`src/hw/rtl/prmu_pkg.sv`:
```
// Shared types, constants and helpers for the proximity RSSI map update block.
// No dependencies; imported by every prmu_* module and by the top level.
`default_nettype none

package prmu_pkg;

  localparam int NSLOT = 6;

  localparam logic [7:0] MARK_FF       = 8'hFF;
  localparam logic [7:0] CHECK_A5      = 8'hA5;
  localparam logic [7:0] RSSI_LOW      = 8'h10;
  localparam logic [7:0] RSSI_HIGH     = 8'hFE;
  localparam logic [7:0] GOOD_EVENT    = 8'h03;
  localparam logic [7:0] GOOD_LEN      = 8'h0D;
  localparam logic [7:0] MAP_TAG_RST   = 8'h20;
  localparam logic [7:0] PUB_TAG_RST   = 8'h1F;
  localparam logic [7:0] ROLL_TAG_RST  = 8'hFE;
  localparam logic [7:0] MAP_SLOT_FILL = 8'h00;
  localparam logic [7:0] PUB_SLOT_FILL = 8'h10;
  localparam logic [2:0] OWN_SLOT_RST  = 3'd6;

  localparam logic MODE_HEARD = 1'b0;
  localparam logic MODE_PUB   = 1'b1;
  localparam logic KIND_ECHO  = 1'b0;
  localparam logic KIND_PUB   = 1'b1;

  // One classified item as it travels from the front end to the back end.
  typedef struct packed {
    logic                 is_pub;
    logic [NSLOT-1:0]     upd_mask;
    logic [7:0]           rssi;
    logic [7:0]           head;
    logic [8*NSLOT-1:0]   slots;
    logic [7:0]           check;
    logic [7:0]           tag;
  } item_t;

  // Slot bytes filled with one value, own slot carrying the 0xFF mark.
  function automatic logic [8*NSLOT-1:0] slot_pattern(input logic [7:0] fill,
                                                      input logic [2:0] own);
    logic [8*NSLOT-1:0] v;
    for (int k = 0; k < NSLOT; k++) begin
      v[8*k +: 8] = (own == 3'(k + 1)) ? MARK_FF : fill;
    end
    return v;
  endfunction

endpackage

`default_nettype wire

```
`src/hw/rtl/prmu_front.sv`:
```
// Front end: takes input beats, drops malformed reports, builds the slot update mask.
// Depends on prmu_pkg; pushes item_t into prmu_queue.
`default_nettype none

module prmu_front
  import prmu_pkg::*;
(
  input  wire logic                 in_valid,
  output      logic                 in_stall,
  input  wire logic                 in_mode,
  input  wire logic [7:0]           in_event_type,
  input  wire logic [7:0]           in_data_length,
  input  wire logic [7:0]           in_rssi,
  input  wire logic [7:0]           in_head_byte,
  input  wire logic [8*NSLOT-1:0]   in_slot_bytes,
  input  wire logic [7:0]           in_check_byte,
  input  wire logic [7:0]           in_tag_byte,
  input  wire logic                 q_full,
  output      logic                 q_push,
  output      item_t                q_item
);

  logic heard_ok;
  logic rssi_ok;

  assign heard_ok = (in_mode == MODE_HEARD) && (in_event_type == GOOD_EVENT) &&
                    (in_data_length == GOOD_LEN) && (in_head_byte == MARK_FF);
  assign rssi_ok  = (in_rssi > RSSI_LOW) && (in_rssi < RSSI_HIGH);

  assign in_stall = q_full;
  // Drop rejected reports here; they never reach the back end.
  assign q_push   = in_valid && !q_full && ((in_mode == MODE_PUB) || heard_ok);

  always_comb begin
    q_item.is_pub = (in_mode == MODE_PUB);
    q_item.rssi   = in_rssi;
    q_item.head   = in_head_byte;
    q_item.slots  = in_slot_bytes;
    q_item.check  = in_check_byte;
    q_item.tag    = in_tag_byte;
    for (int k = 0; k < NSLOT; k++) begin
      q_item.upd_mask[k] = rssi_ok && (in_slot_bytes[8*k +: 8] == MARK_FF);
    end
  end

endmodule

`default_nettype wire

```
`src/hw/rtl/prmu_queue.sv`:
```
// Short FIFO of classified items between the front and back ends.
// Depends on prmu_pkg for item_t.
`default_nettype none

module prmu_queue
  import prmu_pkg::*;
#(
  parameter int DEPTH = 2
) (
  input  wire logic  clk,
  input  wire logic  rst_n,
  input  wire logic  push,
  input  wire item_t push_item,
  output      logic  full,
  input  wire logic  pop,
  output      logic  not_empty,
  output      item_t head_item
);

  localparam int PW = (DEPTH > 1) ? $clog2(DEPTH) : 1;
  localparam int CW = $clog2(DEPTH + 1);

  item_t          entry_r [DEPTH];
  logic [PW-1:0]  wr_ptr_r, wr_ptr_nxt;
  logic [PW-1:0]  rd_ptr_r, rd_ptr_nxt;
  logic [CW-1:0]  count_r, count_nxt;
  logic           do_push, do_pop;

  assign full      = (count_r == CW'(DEPTH));
  assign not_empty = (count_r != '0);
  assign head_item = entry_r[rd_ptr_r];
  assign do_push   = push && !full;
  assign do_pop    = pop && not_empty;

  always_comb begin
    wr_ptr_nxt = wr_ptr_r;
    rd_ptr_nxt = rd_ptr_r;
    count_nxt  = count_r;
    if (do_push) begin
      wr_ptr_nxt = (wr_ptr_r == PW'(DEPTH - 1)) ? '0 : wr_ptr_r + PW'(1);
    end
    if (do_pop) begin
      rd_ptr_nxt = (rd_ptr_r == PW'(DEPTH - 1)) ? '0 : rd_ptr_r + PW'(1);
    end
    if (do_push && !do_pop) begin
      count_nxt = count_r + CW'(1);
    end else if (do_pop && !do_push) begin
      count_nxt = count_r - CW'(1);
    end
  end

  always_ff @(posedge clk) begin
    if (!rst_n) begin
      wr_ptr_r <= '0;
      rd_ptr_r <= '0;
      count_r  <= '0;
    end else begin
      wr_ptr_r <= wr_ptr_nxt;
      rd_ptr_r <= rd_ptr_nxt;
      count_r  <= count_nxt;
    end
  end

  always_ff @(posedge clk) begin
    if (do_push) begin
      entry_r[wr_ptr_r] <= push_item;
    end
  end

endmodule

`default_nettype wire

```
`src/hw/rtl/prmu_back.sv`:
```
// Back end: holds the map, last heard and last published copies and the rolling tag,
// executes one queued item per cycle into the output register unless stalled. Depends on prmu_pkg.
`default_nettype none

module prmu_back
  import prmu_pkg::*;
(
  input  wire logic                 clk,
  input  wire logic                 rst_n,
  input  wire logic                 cfg_wr_en,
  input  wire logic [2:0]           cfg_wr_data,
  input  wire logic                 q_not_empty,
  input  wire item_t                q_item,
  output      logic                 q_pop,
  output      logic                 out_valid,
  input  wire logic                 out_stall,
  output      logic                 out_kind,
  output      logic                 out_changed,
  output      logic [7:0]           out_head,
  output      logic [8*NSLOT-1:0]   out_slots,
  output      logic [7:0]           out_check,
  output      logic [7:0]           out_tag
);

  logic [8*NSLOT-1:0] map_slots_r, map_slots_nxt;
  logic [7:0]         map_tag_r, map_tag_nxt;
  logic [8*NSLOT-1:0] pub_slots_r, pub_slots_nxt;
  logic [7:0]         pub_tag_r, pub_tag_nxt;
  logic [8*9-1:0]     heard_r, heard_nxt;
  logic [7:0]         tag_r, tag_nxt;

  logic               out_valid_r, out_valid_nxt;
  logic               out_kind_r, out_kind_nxt;
  logic               out_changed_r, out_changed_nxt;
  logic [7:0]         out_head_r, out_head_nxt;
  logic [8*NSLOT-1:0] out_slots_r, out_slots_nxt;
  logic [7:0]         out_check_r, out_check_nxt;
  logic [7:0]         out_tag_r, out_tag_nxt;

  logic               take;
  logic [8*9-1:0]     rx_bytes;
  logic               pub_same;
  logic [7:0]         tag_inc;

  assign take     = q_not_empty && (!out_valid_r || !out_stall);
  assign q_pop    = take;
  assign rx_bytes = {q_item.tag, q_item.check, q_item.slots, q_item.head};
  assign pub_same = (map_slots_r == pub_slots_r) && (map_tag_r == pub_tag_r);
  assign tag_inc  = ((tag_r + 8'd1) == MARK_FF) ? 8'd0 : tag_r + 8'd1;

  always_comb begin
    map_slots_nxt   = map_slots_r;
    map_tag_nxt     = map_tag_r;
    pub_slots_nxt   = pub_slots_r;
    pub_tag_nxt     = pub_tag_r;
    heard_nxt       = heard_r;
    tag_nxt         = tag_r;
    out_valid_nxt   = out_valid_r && out_stall;
    out_kind_nxt    = out_kind_r;
    out_changed_nxt = out_changed_r;
    out_head_nxt    = out_head_r;
    out_slots_nxt   = out_slots_r;
    out_check_nxt   = out_check_r;
    out_tag_nxt     = out_tag_r;

    if (take) begin
      if (!q_item.is_pub) begin
        for (int k = 0; k < NSLOT; k++) begin
          if (q_item.upd_mask[k]) begin
            map_slots_nxt[8*k +: 8] = q_item.rssi;
          end
        end
        // Echo only a report that differs from the last one heard.
        if (rx_bytes != heard_r) begin
          heard_nxt       = rx_bytes;
          out_valid_nxt   = 1'b1;
          out_kind_nxt    = KIND_ECHO;
          out_changed_nxt = 1'b1;
          out_head_nxt    = q_item.head;
          out_slots_nxt   = q_item.slots;
          out_check_nxt   = q_item.check;
          out_tag_nxt     = q_item.tag;
        end
      end else begin
        out_valid_nxt   = 1'b1;
        out_kind_nxt    = KIND_PUB;
        out_changed_nxt = !pub_same;
        out_head_nxt    = MARK_FF;
        out_slots_nxt   = map_slots_r;
        out_check_nxt   = CHECK_A5;
        out_tag_nxt     = map_tag_r;
        // Advance the tag, skipping 0xFF, when the map moved since the last publish.
        if (!pub_same) begin
          tag_nxt       = tag_inc;
          map_tag_nxt   = tag_inc;
          pub_tag_nxt   = tag_inc;
          pub_slots_nxt = map_slots_r;
          out_tag_nxt   = tag_inc;
        end
      end
    end

    if (cfg_wr_en) begin
      map_slots_nxt = slot_pattern(MAP_SLOT_FILL, cfg_wr_data);
      map_tag_nxt   = MAP_TAG_RST;
      pub_slots_nxt = slot_pattern(PUB_SLOT_FILL, cfg_wr_data);
      pub_tag_nxt   = PUB_TAG_RST;
    end
  end

  always_ff @(posedge clk) begin
    if (!rst_n) begin
      map_slots_r <= slot_pattern(MAP_SLOT_FILL, OWN_SLOT_RST);
      map_tag_r   <= MAP_TAG_RST;
      pub_slots_r <= slot_pattern(PUB_SLOT_FILL, OWN_SLOT_RST);
      pub_tag_r   <= PUB_TAG_RST;
      heard_r     <= '0;
      tag_r       <= ROLL_TAG_RST;
      out_valid_r <= 1'b0;
    end else begin
      map_slots_r <= map_slots_nxt;
      map_tag_r   <= map_tag_nxt;
      pub_slots_r <= pub_slots_nxt;
      pub_tag_r   <= pub_tag_nxt;
      heard_r     <= heard_nxt;
      tag_r       <= tag_nxt;
      out_valid_r <= out_valid_nxt;
    end
  end

  always_ff @(posedge clk) begin
    out_kind_r    <= out_kind_nxt;
    out_changed_r <= out_changed_nxt;
    out_head_r    <= out_head_nxt;
    out_slots_r   <= out_slots_nxt;
    out_check_r   <= out_check_nxt;
    out_tag_r     <= out_tag_nxt;
  end

  assign out_valid   = out_valid_r;
  assign out_kind    = out_kind_r;
  assign out_changed = out_changed_r;
  assign out_head    = out_head_r;
  assign out_slots   = out_slots_r;
  assign out_check   = out_check_r;
  assign out_tag     = out_tag_r;

  a_tag_never_ff: assert property (@(posedge clk) disable iff (!rst_n)
    tag_r != MARK_FF)
    else $error("rolling tag reached the reserved value");

  a_echo_changed: assert property (@(posedge clk) disable iff (!rst_n)
    (out_valid_r && (out_kind_r == KIND_ECHO)) |-> out_changed_r)
    else $error("echo presented without changed flag");

  a_pub_tag_sync: assert property (@(posedge clk) disable iff (!rst_n)
    (take && q_item.is_pub && !pub_same && !cfg_wr_en) |=>
      (map_tag_r == tag_r) && (pub_tag_r == tag_r) && (out_tag_r == tag_r))
    else $error("publish with change left tag copies out of step");

  a_pub_then_same: assert property (@(posedge clk) disable iff (!rst_n)
    (take && q_item.is_pub && !cfg_wr_en) |=> pub_same)
    else $error("published copy differs from map right after publish");

endmodule

`default_nettype wire

```
`src/hw/rtl/proximity_rssi_map_update_core.sv`:
```
// Top level of the proximity RSSI map update block.
// Depends on prmu_pkg, prmu_front, prmu_queue and prmu_back.
//
//  channel | ports                          | direction | beat
//  --------+--------------------------------+-----------+------------------------------
//  in      | in_valid / in_stall + fields   | sink      | heard report or publish request
//  out     | out_valid / out_stall + fields | source    | echo or published map
//  cfg     | cfg_wr_en / cfg_wr_data        | sink      | own slot write, no read-back
//
// One item per cycle sustained while out_stall is low; an accepted beat that passes the checks
// is queued, and the back end then loads its result, if any, into the output register.
// Queue depth QUEUE_DEPTH decouples input acceptance from output stalls.
// Reset (synchronous, rst_n low) loads the map with own slot 6 and empties the queue.
// out_stall holds the output register; in_stall rises once the queue is full.
`default_nettype none

module proximity_rssi_map_update_core
  import prmu_pkg::*;
#(
  parameter int QUEUE_DEPTH = 2
) (
  input  wire logic                 clk,
  input  wire logic                 rst_n,
  input  wire logic                 cfg_wr_en,
  input  wire logic [2:0]           cfg_wr_data,
  input  wire logic                 in_valid,
  output      logic                 in_stall,
  input  wire logic                 in_mode,
  input  wire logic [7:0]           in_event_type,
  input  wire logic [7:0]           in_data_length,
  input  wire logic [7:0]           in_rssi,
  input  wire logic [7:0]           in_head_byte,
  input  wire logic [8*NSLOT-1:0]   in_slot_bytes,
  input  wire logic [7:0]           in_check_byte,
  input  wire logic [7:0]           in_tag_byte,
  output      logic                 out_valid,
  input  wire logic                 out_stall,
  output      logic                 out_kind,
  output      logic                 out_changed,
  output      logic [7:0]           out_head,
  output      logic [8*NSLOT-1:0]   out_slots,
  output      logic [7:0]           out_check,
  output      logic [7:0]           out_tag
);

  logic  q_full;
  logic  q_push;
  item_t q_push_item;
  logic  q_pop;
  logic  q_not_empty;
  item_t q_head_item;

  prmu_front u_front (
    .in_valid       (in_valid),
    .in_stall       (in_stall),
    .in_mode        (in_mode),
    .in_event_type  (in_event_type),
    .in_data_length (in_data_length),
    .in_rssi        (in_rssi),
    .in_head_byte   (in_head_byte),
    .in_slot_bytes  (in_slot_bytes),
    .in_check_byte  (in_check_byte),
    .in_tag_byte    (in_tag_byte),
    .q_full         (q_full),
    .q_push         (q_push),
    .q_item         (q_push_item)
  );

  prmu_queue #(
    .DEPTH (QUEUE_DEPTH)
  ) u_queue (
    .clk       (clk),
    .rst_n     (rst_n),
    .push      (q_push),
    .push_item (q_push_item),
    .full      (q_full),
    .pop       (q_pop),
    .not_empty (q_not_empty),
    .head_item (q_head_item)
  );

  prmu_back u_back (
    .clk         (clk),
    .rst_n       (rst_n),
    .cfg_wr_en   (cfg_wr_en),
    .cfg_wr_data (cfg_wr_data),
    .q_not_empty (q_not_empty),
    .q_item      (q_head_item),
    .q_pop       (q_pop),
    .out_valid   (out_valid),
    .out_stall   (out_stall),
    .out_kind    (out_kind),
    .out_changed (out_changed),
    .out_head    (out_head),
    .out_slots   (out_slots),
    .out_check   (out_check),
    .out_tag     (out_tag)
  );

endmodule

`default_nettype wire

```
`config.mk`:
```
export PLATFORM = sky130hd
export DESIGN_NAME = proximity_rssi_map_update_core
export DESIGN_NICKNAME = d
export VERILOG_FILES = /design/src/hw/rtl/prmu_pkg.sv /design/src/hw/rtl/prmu_front.sv /design/src/hw/rtl/prmu_queue.sv /design/src/hw/rtl/prmu_back.sv /design/src/hw/rtl/proximity_rssi_map_update_core.sv
export SDC_FILE = /design/constraint.sdc
export NUM_CORES = 1
export LEC_CHECK = 0
export BUFFER_PORTS_ARGS = -buffer_cell sky130_fd_sc_hd__buf_2
export CORE_ASPECT_RATIO = 1.75
export CORE_UTILIZATION = 45
export DETAILED_ROUTE_END_ITERATION = 12
export PLACE_DENSITY = 0.73
export SLEW_MARGIN = 15
export SYNTH_ARGS = -nofsm -noshare
export SYNTH_HDL_FRONTEND = slang
export SYNTH_HIERARCHICAL = 1
export SYNTH_SLANG_ARGS = --single-unit
```
`constraint.sdc`:
```
create_clock -name clk -period 13.8 [get_ports clk]
set_input_delay 1.38 -clock clk [delete_from_list [all_inputs] [get_ports clk]]
set_output_delay 1.38 -clock clk [all_outputs]
set_load 0.1 [all_outputs]
```
==> impl_results.md, run 1 <==
* Worst path required time at 14.18 ns
* Worst VDD drop at ~160 µV
* Worst path cell trace: buf_4, buf_4, mux2_2, xor2_1, nor4_1, nand4_1, nor3_2, buf_4, buf_4, o221ai_1
* Synth Flop Type: edfxtp_1
* Worst path bufs/invs at 4
* CP dominant cell by count: buf_4
* Post-CTS Setup Repair Bufs at 0
* Total CTS buffers at 40
* Die Area at 47800 µm²
* Initial antenna violation count at 1
* Later-pin clock latency in the skew report at roughly 0.55 ns
* Cell variety after synth at 62
* Share of layout cells above drive strength 1 at 23.1%
* Top post-synthesis cells by area: edfxtp_1, dfxtp_1, mux2_2
* Max incr delay on CP at 0.86 ns
* Vias in the first global route at 14900
* Fin util at about half
* CP Class: reg2reg
* Asr flop ratio synth at 0%
* Final Wtd Congestion at slightly below 1
* Die X at 166 µm
* H-tree levels at 2
* Yosys reg bits at between 400 and 500
* Top cell type's share of synthesized area at 35.3%
* IO buf count at 180
* Max Freq at 186 MHz
* Worst slew pin tran at ~1.1 ns
* Via count at 15600
* Net Count, Synth at around 2000
* Headroom to the max-slew limit at ~25%
* Pwr/cell area at between 200 and 250 nW/µm²
* Post-synthesis sequential area ratio at 54.1%
* Unrepaired setup endpoints after global routing: false
* Max Clock Skew at 0.0179 ns
* TritonCTS clock tree: done
* Yosys warns at 6
* Syn_area_per_cell at 11.5 µm²
* Leakage at 0.00800 µW
* Worst Setup End Kind: flip-flop
* Hold Vio Cnt, Final at 0
* Area grow syn2layout at 9.06%
* Worst hold path type: reg2reg
* Via density per instance at 6.34
* Die height at between 200 and 300 µm
* Post-synth top area cell: edfxtp_1
* Slowest CP cell: buf_4
* Most frequent cells in the layout: edfxtp_1, dfxtp_1, buf_2, nand2_1, nand3_1
* Failing checks: design-rule violations
* CTS Sinks at 446
* Cell count after synthesis at 1837
* Total track usage at 24.5%
* Setup TNS at 0 ns
* Crit path arrival time at between 5 and 6 ns
* Commonest non-fill, non-tap cell in the layout: edfxtp_1
* Design Power at 5570 µW
* Netlist Area Pre-Place at 21100 µm²
* Root buffer cell: clkbuf_16
* Layout net count at 1959
* Top delay family on crit path: buffers and inverters
* Min Clock Period, post-route at 5.39 ns
* I/O pin count at 181
* Peak fanout along the critical path at 100
* Row count at roughly 100
* Number of synthesized flops with an enable pin at 248
* Cts repair resizes at 0
* Starting DRT DRC Count at 1665
* Outcome: finished, violations left
* Final Cycle Share at about two fifths
* Fillcell total at 3968
* Crit start category: flip-flop
* TritonRoute pass-1 iters at 10
* Routed WL at 60300 µm
* Max Slew Vio Count at 0
* DP HPWL at 41100 µm
* Largest net degree at the start of global routing at 111
* Wire per inst at 24.5 µm
* Residual DRC at 14
* GR Overflow Total at 0
* First-pass GRT wire length at 89100 µm
* Core area at 46200 µm²
* Clk slew on worst S/H paths at 0.07 ns
* Final setup viols at 0
* Max-cap violation count at 0
* Clock Tree Buf Depth at 3
* Initial core utilization at 45.7%
* Antenna viol nets, final at 0
* Hold_buf cts at 0
layer usage:
metal	up-vias	share of wire, %	wire length [µm]	track usage [%]
met4	0	8.4	5030	20.0
met2	746	50	30200	42.6
li1	7022	-	-	-
met5	-	0	0	0
met3	210	6.0	3620	3.08
met1	7655	36	21400	26.9
where the power goes:
group          total, µW  internal, µW  switching [µW]
Combinational       2400           657            1740
Clock               1140           646             495
Sequential          2030          1820             212
cell usage after synthesis, types with 34 or more instances:
library cell,number
o221ai_1,72
mux2_2,105
edfxtp_1,248
xor2_1,76
nor2_1,106
nand4_1,34
nand3_1,108
buf_4,90
dfxtp_1,198
nand2_1,110
a31oi_1,80
o21ai_0,35
a41oi_1,72
o2111a_1,35
a211oi_1,40
clkbuf_1,114
xnor2_1,59
path summary, 6_finish.rpt:
path	start	to	slack (ns)	cells past startpoint
max	flip-flop	u_back/heard_r[30]	8.41	10
min	u_back/pub_tag_r[6]	u_back/pub_tag_r[6]	0.49	2
max reg2reg	flip-flop	u_back/heard_r[30]	8.41	10
min reg2reg	u_back/pub_tag_r[6]	u_back/pub_tag_r[6]	0.49	2
sequential cells by signal, indices dropped and copies added, names as in the netlist, 48 cells and up, named ones only:
| register | cells |
|---|---|
| u_queue/entry_r | 174 |
| u_back/heard_r | 72 |
| u_back/map_slots_r | 48 |
| u_back/out_slots | 48 |
| u_back/pub_slots_r | 48 |
cell families (layout without fill, tap and decap cells):
| group | after synthesis | in the layout | share of synthesized area (%) |
|---|---|---|---|
| simple gates | 492 | 492 | 11.8 |
| compound gates | 383 | 383 | 14.2 |
| other cells | 0 | 1 | 0 |
| xor+xnor | 135 | 135 | 5.60 |
| mux | 138 | 138 | 7.88 |
| flops | 446 | 446 | 54.1 |
| buf+inv | 240 | 284 | 6.30 |
| fa+ha+maj | 3 | 3 | 0.178 |
cell type report:
class	instances	area (µm²)	area share, %
Clock buffer	49	1070	4.63
Inverter	8	30.0	0.130
Clock inverter	23	246	1.07
Multi-Input combinational cell	1151	8440	36.7
Timing Repair Buffer	204	1090	4.72
Antenna cell	1	2.50	0.0109
Sequential cell	446	11400	49.6
Tap cell	583	729	3.17
metrics by stage:
stage	setup slack (ns)	cell area (µm²)	cells	hold WS, ns
after floorplan	7.51	21100	1837	0.450
after global placement	8.71	21700	2392	0.458
after detailed placement	8.57	21700	2392	0.478
after CTS	8.58	23000	2464	0.487
after global routing	8.29	23000	2465	0.518
final	8.41	23000	2465	0.489
worst min-delay path, delay by kind of cell, from the launching register on:
| family | cells | cell delay (ns) |
|---|---|---|
| simple gates | 1 | 0.05 |
| flops | 1 | 0.32 |
| mux | 1 | 0.06 |
(Power assumes the default switching activity.)
==> run 2: changes to the inputs <==
ABC_AREA = 1   (was unset)
PLACE_DENSITY = 0.75   (was 0.73)
clock period = 4.35 ns   (was 13.8 ns; I/O delays follow)
==> run 2 against run 1 <==
Net effect: the run now ends clean; core utilization grew 0.37 points; combinational power rose to 2.7 times the previous value; cell area shrank 1.3%; power increased to 2.9 times the previous value; hold slack lost 0.40 ns; wire length fell by 15%; synthesized cell count up 25%; area after synthesis shrank 2.2%; global-route usage down 2.7 points; critical endpoint is now u_back/heard_r[41]; largest cell class unchanged.
==> impl_results.md, run 2 <==
* Outcome: finished clean
* Die Area at 46800 µm² (-2.2%)
* Reg2Reg Setup Slack at 0.66 ns (-7.76 ns)
* Share of layout cells above drive strength 1 at 16.4% (-6.7 points)
* Vias in the first global route at 15500 (+4.1%)
* Clock share of power at 21.9% (+1.4 points)
* Yosys warns at 6 (unchanged)
* Final Wtd Congestion at 0.855 (-11%)
* H-tree levels at 2 (unchanged)
* Asr flop ratio synth at 0% (unchanged)
* Cell variety after synth at 36 (-42%)
* Final setup viols at 0 (unchanged)
* Core area at 45200 µm² (-2.1%)
* Worst slew pin tran at 0.908 ns (-0.213 ns)
* DP HPWL at 35000 µm (-15%)
* Area grow syn2layout at 10.0%
* Clk slew on worst S/H paths at 0.07 ns (about the same)
* Cts repair resizes at 0 (unchanged)
* Sw power at 7120 µW (+190%)
* Final Cycle Share at 84.9% (+46 points)
* Yosys reg bits at 446 (unchanged)
* Residual DRC at 0 (-14)
* Finished Cell Area at 22700 µm² (-1.3%)
* Worst VDD drop at 559 µV (+250%)
* Hold Path Stages at 1 (-1)
* Antenna viol nets, final at 0 (unchanged)
* Netlist Area Pre-Place at 20600 µm² (-2.2%)
* Reg power frac at 37.4% (+1.0 points)
* Endpoint of the worst register-to-register path: u_back/heard_r[41]
* Min Clock Period, post-route at 3.69 ns (-1.69 ns)
* Cell-internal power at 8970 µW (+190%)
* Row count at 103 (-0.96%)
* Hold_buf cts at 0 (unchanged)
* IO buf count at 180 (unchanged)
* Fillcell total at 3961 (-0.18%)
* Endpoint of the worst hold path: u_queue/entry_r[1][1]
* Max Clock Skew at 0.0129 ns (-0.00493 ns)
* Root buffer cell: clkbuf_16
* Hold path startpoint: in_tag_byte[1]
* CTS Sinks at 446 (unchanged)
* Crit path arrival time at 4.15 ns (-1.61 ns)
* Fin util at 50.2% (+0.37 points)
* Crit start category: flip-flop
* Via count at 15900 (+1.9%)
* Commonest cells post-synth: nand2_1, edfxtp_1, inv_1
* Largest register FFs at 174 (unchanged)
* Synth Area in Adders at 0.182% (+0.0040 points)
* Initial core utilization at 45.6% (-0.068 points)
* Switch share at 44.2% (+0.23 points)
* Peak fanout along the critical path at 73 (-27%)
* Mux contribution to synthesized area at 5.29% (-2.6 points)
* Cell count after synthesis at 2299 (+25%)
* Multi-input gate area at 7120 µm² (-16%)
* I/O pin count at 181 (unchanged)
* Worst hold path type: in2reg
* Area after DPL at 21400 µm² (-1.3%)
* Post-CTS Setup Repair Bufs at 0 (unchanged)
* Hold Vio Cnt, Final at 0 (unchanged)
* Clock Tree Buf Depth at 3 (unchanged)
* Layout net count at 2472 (+26%)
* Most flops, register: u_queue/entry_r
* Headroom to the max-slew limit at 39.3% (+14 points)
* Largest family of logic cells by synthesized area: simple AND/OR/NAND/NOR gates
* Wire per inst at 17.2 µm (-30%)
* Largest registers: u_queue/entry_r x174, u_back/heard_r x72
* Top post-synthesis cells by area: edfxtp_1, dfxtp_1, nand2_1
* Post-synthesis sequential area ratio at 55.3% (+1.2 points)
* Unrepaired setup endpoints after global routing: false
* Worst path required time at 4.81 ns (-9.37 ns)
* Top cell type's share of synthesized area at 36.1% (+0.80 points)
* R2R cell count at 15 (+5)
* Post-Place Cells at 2900 (+21%)
* Most frequent cells in the layout: nand2_1, edfxtp_1, inv_1, nand3_1, dfxtp_1
* TritonRoute pass-1 iters at 5 (-5)
* Later-pin clock latency in the skew report at 0.54 ns (about the same)
* Worst Setup End Kind: flip-flop
* Max Slew Vio Count at 0 (unchanged)
* Compound-gate portion of the synthesized area at 7.53% (-6.7 points)
* Largest net degree at the start of global routing at 88 (-21%)
* Final cell count without fillers at 2974 (+21%)
* Total track usage at 21.7% (-2.7 points)
* Total CTS buffers at 39 (-2.5%)
* Initial antenna violation count at 3 (+2)
* Syn_area_per_cell at 8.98 µm² (-22%)
* Number of synthesized flops with an enable pin at 248 (unchanged)
* Routed WL at 51100 µm (-15%)
* Simple-gate share of the synthesized area at 19.9% (+8.2 points)
* Post-synthesis xor/xnor area fraction at 1.40% (-4.2 points)
* Net Count, Synth at 2407 (+24%)
* TritonCTS clock tree: done
* Post-synth top area cell: edfxtp_1
* Sequential cell area at 11400 µm² (unchanged)
* Via density per instance at 5.36 (-16%)
* GR Overflow Total at 0 (unchanged)
* Count leader, synth: nand2_1
* First-pass GRT wire length at 79500 µm (-11%)
* Comb power frac at 40.8% (-2.3 points)
* Hold slack at 0.0858 ns (-0.403 ns)
* Starting DRT DRC Count at 1136 (-32%)
* Max Freq at 271 MHz (+46%)
* Max-cap violation count at 0 (unchanged)
* Commonest non-fill, non-tap cell in the layout: nand2_1
* Die X at 164 µm (-1.1%)
* Synth Flop Type: edfxtp_1
* Pwr/cell area at 708 nW/µm² (+190%)
* CP Class: reg2reg
* Setup TNS at 0 ns (unchanged)
* Leakage at 0.00927 µW (+16%)
* Die height at 285 µm (-1.1%)
-- run 2: cell types whose count changed after synthesis, moves of 55 or more --
cell	previous run	this run
a31oi_1	80	9
a41oi_1	72	0
o21ai_0	35	103
xnor2_1	59	4
inv_1	5	241
nor2_1	106	184
clkbuf_1	114	43
nand3_1	108	198
nand2_1	110	561
a21oi_1	14	128
o221ai_1	72	0
-- run 2: per-layer routing --
metal  up-vias  wire, µm  GRT usage, %
met5         -         0             0
met4         0      3450          14.9
met3       160      2950          2.66
met2       642     26000          38.3
met1      7529     18700          24.1
li1       7600         -             -
-- run 2: cells by family after synthesis --
group	count (synthesis)
compound gates	283
fa+ha+maj	3
xor+xnor	33
flops	446
simple gates	998
buf+inv	449
mux	87
-- run 2: how the worst max path moves through the flow --
| stage | start | endpoint | depth (start not counted) |
|---|---|---|---|
| 4_1_cts | flip-flop | u_back/heard_r[41] | 15 |
| 5_1_grt | flip-flop | u_back/heard_r[56] | 15 |
| 2_1_floorplan | in_event_type[3] | u_queue/entry_r[0][0] | 7 |
| 3_3_place_gp | flip-flop | u_back/heard_r[38] | 15 |
| 3_5_place_dp | flip-flop | u_back/heard_r[56] | 15 |
| 6_report | flip-flop | u_back/heard_r[41] | 15 |
-- run 2: power by group through the flow --
| stage | Combinational, µW | Clock [µW] | Sequential (µW) |
|---|---|---|---|
| floorplan | 2810 | 0 | 8510 |
| global placement | 6420 | 0 | 6060 |
| detailed placement | 6520 | 0 | 6080 |
| CTS | 6550 | 3570 | 6010 |
| global route | 6980 | 3710 | 6090 |
| finish | 6560 | 3520 | 6010 |
-- run 2: metrics by stage --
stage,power (µW),setup WS [ns]
floorplan,11300,-0.828
global placement,12500,0.835
detailed placement,12600,0.718
CTS,16100,0.681
global route,16800,0.510
finish,16100,0.657
-- run 2: layout make-up --
cell class,instances,share of cell area (%)
sequential,446,50.3
tap,577,3.18
clock buffer,50,4.75
antenna,3,0.0331
timing repair buffer,208,5.11
inverter,265,4.39
clock inverter,21,0.926
multi-input combinational,1404,31.3
-- run 2: worst max-delay path, cell delays in order, from the launching register on --
cell and delay, ns:
dfxtp_4 0.51, buf_12 0.30, mux2_2 0.42, nand2_1 0.08, nand2_1 0.05, nor2_1 0.09, nand2_1 0.06, nor2_1 0.36
nand2_1 0.10, nor2_1 0.18, nand3_2 0.10, buf_4 0.40, nand2_2 0.17, buf_4 0.40, nand2_1 0.12, a21oi_1 0.17
